`src/rtl/trbct_pkg.sv`:
```
package trbct_pkg;

	typedef enum logic [1:0] {
		CMD_ACCUMULATE = 2'd0,
		CMD_QUANTIZE   = 2'd1,
		CMD_READ       = 2'd2,
		CMD_CLEAR      = 2'd3
	} command_t;

	localparam logic [7:0] TABLE_LENGTH_RESET = 8'd60;

	typedef struct packed {
		logic [1:0]         command;
		logic [11:0]        position;
		logic signed [23:0] value;
		logic [7:0]         bin;
	} in_item_t;

	typedef struct packed {
		logic [7:0]  bin_index;
		logic        clamped;
		logic [15:0] cumulative_count;
	} out_item_t;

	typedef enum logic [3:0] {
		ST_INIT,
		ST_IDLE,
		ST_QUANT,
		ST_ACC_RD,
		ST_ACC_WR,
		ST_SUM,
		ST_SUM_END,
		ST_ROW_CLR,
		ST_DONE
	} state_t;

	typedef struct packed {
		logic capture;
		logic quant;
		logic init_step;
		logic acc_rd;
		logic acc_wr;
		logic sum_rd;
		logic row_clr;
		logic out_load;
	} dp_cmd_t;

	typedef struct packed {
		command_t op;
		logic     pos_ok;
		logic     n_zero;
		logic     sum_last;
		logic     row_last;
		logic     init_last;
	} dp_status_t;

endpackage

```
`src/rtl/trbct_ctrl.sv`:
```
module trbct_ctrl
	import trbct_pkg::*;
(
	input  logic       clk,
	input  logic       arst_n,
	input  logic       in_valid,
	output logic       in_ready,
	output logic       out_valid,
	input  logic       out_ready,
	input  dp_status_t status,
	output dp_cmd_t    cmd
);

	state_t state_q, state_d;
	logic   out_valid_q;

	always_ff @(posedge clk or negedge arst_n) begin
		if (!arst_n) begin
			state_q     <= ST_INIT;
			out_valid_q <= 1'b0;
		end else begin
			state_q <= state_d;
			if (cmd.out_load) begin
				out_valid_q <= 1'b1;
			end else if (out_ready) begin
				out_valid_q <= 1'b0;
			end
		end
	end

	always_comb begin
		state_d  = state_q;
		cmd      = '0;
		in_ready = 1'b0;
		unique case (state_q)
			ST_INIT: begin
				cmd.init_step = 1'b1;
				if (status.init_last) begin
					state_d = ST_IDLE;
				end
			end
			ST_IDLE: begin
				in_ready = 1'b1;
				if (in_valid) begin
					cmd.capture = 1'b1;
					state_d     = ST_QUANT;
				end
			end
			ST_QUANT: begin
				cmd.quant = 1'b1;
				unique case (status.op)
					CMD_ACCUMULATE: state_d = status.pos_ok ? ST_ACC_RD : ST_DONE;
					CMD_QUANTIZE:   state_d = ST_DONE;
					CMD_READ:       state_d = (status.pos_ok && !status.n_zero) ? ST_SUM : ST_DONE;
					CMD_CLEAR:      state_d = status.pos_ok ? ST_ROW_CLR : ST_DONE;
					default:        state_d = ST_DONE;
				endcase
			end
			ST_ACC_RD: begin
				cmd.acc_rd = 1'b1;
				state_d    = ST_ACC_WR;
			end
			ST_ACC_WR: begin
				cmd.acc_wr = 1'b1;
				state_d    = ST_DONE;
			end
			ST_SUM: begin
				cmd.sum_rd = 1'b1;
				if (status.sum_last) begin
					state_d = ST_SUM_END;
				end
			end
			ST_SUM_END: begin
				state_d = ST_DONE;
			end
			ST_ROW_CLR: begin
				cmd.row_clr = 1'b1;
				if (status.row_last) begin
					state_d = ST_DONE;
				end
			end
			ST_DONE: begin
				if (!out_valid_q || out_ready) begin
					cmd.out_load = 1'b1;
					state_d      = ST_IDLE;
				end
			end
			default: begin
				state_d = ST_IDLE;
			end
		endcase
	end

	assign out_valid = out_valid_q;

	// a pending result is never overwritten
	assert property (@(posedge clk) disable iff (!arst_n)
		cmd.out_load |-> (!out_valid_q || out_ready))
		else $error("result register overwritten");

	assert property (@(posedge clk) disable iff (!arst_n)
		(in_valid && in_ready) |=> !in_ready)
		else $error("second request taken before the first completed");

endmodule

```
`config.mk`:
```
export PLATFORM = sky130hd
export DESIGN_NAME = trbct_ctrl
export DESIGN_NICKNAME = d
export VERILOG_FILES = /design/src/rtl/trbct_pkg.sv /design/src/rtl/trbct_ctrl.sv
export SDC_FILE = /design/constraint.sdc
export NUM_CORES = 1
export LEC_CHECK = 0
export ABC_AREA = 0
export ABC_CLOCK_PERIOD_IN_PS = 3700
export BUFFER_PORTS_ARGS = -buffer_cell sky130_fd_sc_hd__buf_2
export CAP_MARGIN = 20
export CORE_AREA = 2 2 39 41
export DETAILED_ROUTE_END_ITERATION = 7
export DIE_AREA = 0 0 41 43
export GPL_ROUTABILITY_DRIVEN = 0
export HOLD_SLACK_MARGIN = 0.1
export SYNTH_ARGS = -nofsm -noshare
export SYNTH_HDL_FRONTEND = slang
export SYNTH_SLANG_ARGS = --single-unit
```
`constraint.sdc`:
```
create_clock -name clk -period 3.7 [get_ports clk]
set_input_delay 0.925 -clock clk [delete_from_list [all_inputs] [get_ports clk]]
set_output_delay 0.925 -clock clk [all_outputs]
set_load 0.01 [all_outputs]
```
==> summary.md <==
| Metric | Value |
|---|---|
| RSZ-0062 raised after global routing | false |
| Ant. Diodes | 0 |
| H-tree Lvls | 1 |
| Syn-to-layout area delta | 27.43% |
| Max Freq | 0.4156 GHz |
| Unique cell type count in the Yosys netlist | 29 |
| Largest net degree at the start of global routing | 15 |
| Drt wl/cell | 10.83 um |
| Via/cell ratio | 5.078 |
| Slowest cell delay on critical path | 0.18 ns |
| Setup Buffers After CTS | 0 |
| Post-synthesis cell area | 424.2 um2 |
| First-pass GRT wire length | 1490 um |
| Cells after Synth | 54 |
| Run status | finished, final reports clean |
| Placed Instances | 86 |
| Critical path class | input port to primary output |
| CP Launch Type | input port |
| Final core utilization | 39.06% |
| DRC viols | 0 |
| CP cell instances | buf_2, nand2b_1, nor2b_1, buf_2 |
| Nets | 86 |
| Final setup violation count | 0 |
| All-layer global routing usage | 12.40% |
| Placement Rows | 14 |
| CTS Buf Count | 3 |
| Clk_lat worst skew | 0.24 ns |
| Chip Height | 43 um |
| WP data required | 2.77 ns |
| Vias in the first global route | 353 |
| Fin. max-slew vios | 0 |
| Slew headroom | 73.17% |
| Measured slew at the worst slew-check pin | 0.4025 ns |
| Ys Warns | 0 |
| Fill count | 143 |
| Port bufs | 20 |
| CP bufs+invs | 2 |
| Number of vias in the routed layout | 457 |
| Total power | 364.6 uW |
| Final hold violations | 0 |
| Fin cells | 90 |
| Critical Path End Type | primary output |
| Max_cap viols | 0 |
| Power Density | 674.5 nW/um2 |
| Clk sink count | 5 |
| Fin Clk Skew | 0.002690 ns |
| Number of DRC markers in iteration 0 | 13 |
| Mapped Nets | 65 |
| Syn avg cell area | 7.855 um2 |
| CTS Hold Bufs | 0 |
| Crit path max-delay family | simple AND/OR/NAND/NOR gates |
| Register area share after synthesis | 29.50% |
| Finished Cell Area | 540.5 um2 |
| Hold Crit Class | input port to asynchronous set/reset pin |
| Crit Path Max Fanout | 4 |
| VDD IR-drop max | 239.8 uV |
| Share of cells above drive strength 1 | 33.78% |
| I/O pin cnt | 21 |
| Tcrit/Tclk final | 65.03% |
| Placed Area | 514.2 um2 |
| Clock Tree Buf Depth | 2 |
| Tmin final | 2.406 ns |
| Die width | 41 um |
| CP dominant cell by count | buf_2 |
| Yosys reg bits | 5 |
| Final setup TNS | 0 ns |
| Post-CTS sizing | 0 |
| Leak Pwr | 0.2669 nW |
| Pre-antenna DRT Iters | 5 |
| Dpl hpwl | 720.2 um |
| Core ar. | 1384 um2 |
| Clk root buf | clkbuf_4 |
| Initial antenna violation count | 0 |
| Die area | 1763 um2 |
| Antenna Nets Post-Route | 0 |
| CTS tree | done |
| Grt total ovfl | 0 |
| CTS clk-pin slew, worst paths | 0.04 ns |
| Initial Util | 30.65% |
| Total Wirelength | 975 um |
| Critical Path AT | 1.48 ns |
| Slowest CP cell | nand2b_1 |
## cells by family (layout without fill, tap and decap cells)
family	after synthesis	count (layout)	share of synthesized area, %
AO/OA/AOI/OAI	11	11	18.59
AND/OR/NAND/NOR	31	31	41.01
buffers and inverters	6	26	8.851
XOR/XNOR	1	1	2.065
flip-flops	5	5	29.50
## per-stage QoR
| stage | hold WS (ns) | worst slack (ns) |
|---|---|---|
| floorplan | 0.5282 | 1.500 |
| global placement | 0.5262 | 1.305 |
| detailed placement | 0.5324 | 1.305 |
| CTS | 0.4789 | 1.304 |
| global route | 0.4747 | 1.201 |
| finish | 0.4888 | 1.294 |
## sequential cells by signal, indices dropped and copies added, names as in the netlist
signal and cells:
out_valid 1, state_q 4
## where the power goes
group,switching (mW),internal [mW]
Sequential,0.0470,0.0737
Clock,0.0220,0.0407
Combinational,0.0879,0.0932
Total,0.157,0.208
## routing by layer
layer | GRT usage, % | up-vias | share of wire (%)
met5 | 0 | - | 0
met3 | 6.283 | 0 | 9.9
met2 | 17.19 | 23 | 44
li1 | - | 235 | -
met1 | 17.26 | 199 | 46
met4 | 2.000 | 0 | 0
## worst paths after layout
kind                                   startpoint                      to  slack, ns  depth (start not counted)
max                                     out_ready                  cmd[0]       1.29                          4
max reg2reg                state_q[2]$_DFFE_PN0P_  state_q[0]$_DFFE_PN0P_       1.98                          4
min in group clk            out_valid$_DFFE_PN0P_   out_valid$_DFFE_PN0P_       0.55                          2
min reg2reg                 out_valid$_DFFE_PN0P_   out_valid$_DFFE_PN0P_       0.55                          2
min                                        arst_n   out_valid$_DFFE_PN0P_       0.49                          1
max in group asynchronous                  arst_n  state_q[1]$_DFFE_PN0P_       3.08                          1
## layout by cell type (no fill, tap or decap), types with 2 or more instances in the layout
master,instances
nand3_1,2
clkbuf_4,3
nand2_1,2
buf_2,20
inv_1,2
nor2b_1,2
dfrtp_1,5
o21ai_0,2
nand2b_1,4
nor3_1,6
nor2_1,7
## worst reg2reg max path, delay by kind of cell, from the launching register on
family | cells | cell delay [ns]
and+or+nand+nor | 2 | 0.74
DFF | 1 | 0.58
AOI/OAI and AO/OA | 2 | 0.28
## cells in the mapped netlist
cell / count / area [um2]
nor2_1: 7 / 26.28
clkbuf_1: 2 / 7.510
buf_6: 2 / 22.52
o211ai_1: 1 / 7.510
nor4_1: 1 / 6.260
or4_4: 1 / 11.26
inv_1: 2 / 7.510
xnor2_1: 1 / 8.760
nor3_1: 6 / 30.03
nand4_1: 1 / 6.260
o21ai_0: 2 / 10.01
a41oi_1: 1 / 8.760
a21oi_1: 1 / 5.000
nor3b_1: 1 / 7.510
nand2b_1: 4 / 25.02
o22ai_1: 1 / 6.260
nand3b_1: 1 / 7.510
nand2_1: 2 / 7.510
and2_1: 1 / 6.260
a221oi_1: 1 / 8.760
a21boi_0: 1 / 7.510
nor2b_1: 2 / 12.51
or3_1: 1 / 6.260
o21a_1: 1 / 7.510
dfrtp_1: 5 / 125.1
nand3_1: 2 / 10.01
o32a_1: 1 / 10.01
a21o_1: 1 / 7.510
or2b_4: 1 / 11.26
## cell type report
cell class              instances  area (um2)  area share (%)
clock buffers                   4       26.28           4.861
repair buffers                 20       100.1           18.52
inverters                       2       7.507           1.389
flip-flops and latches          5       125.1           23.15
multi-input cells              43       261.5           48.38
well taps                      16       20.02           3.704
Note: power is estimated with default switching activity, not from simulation.
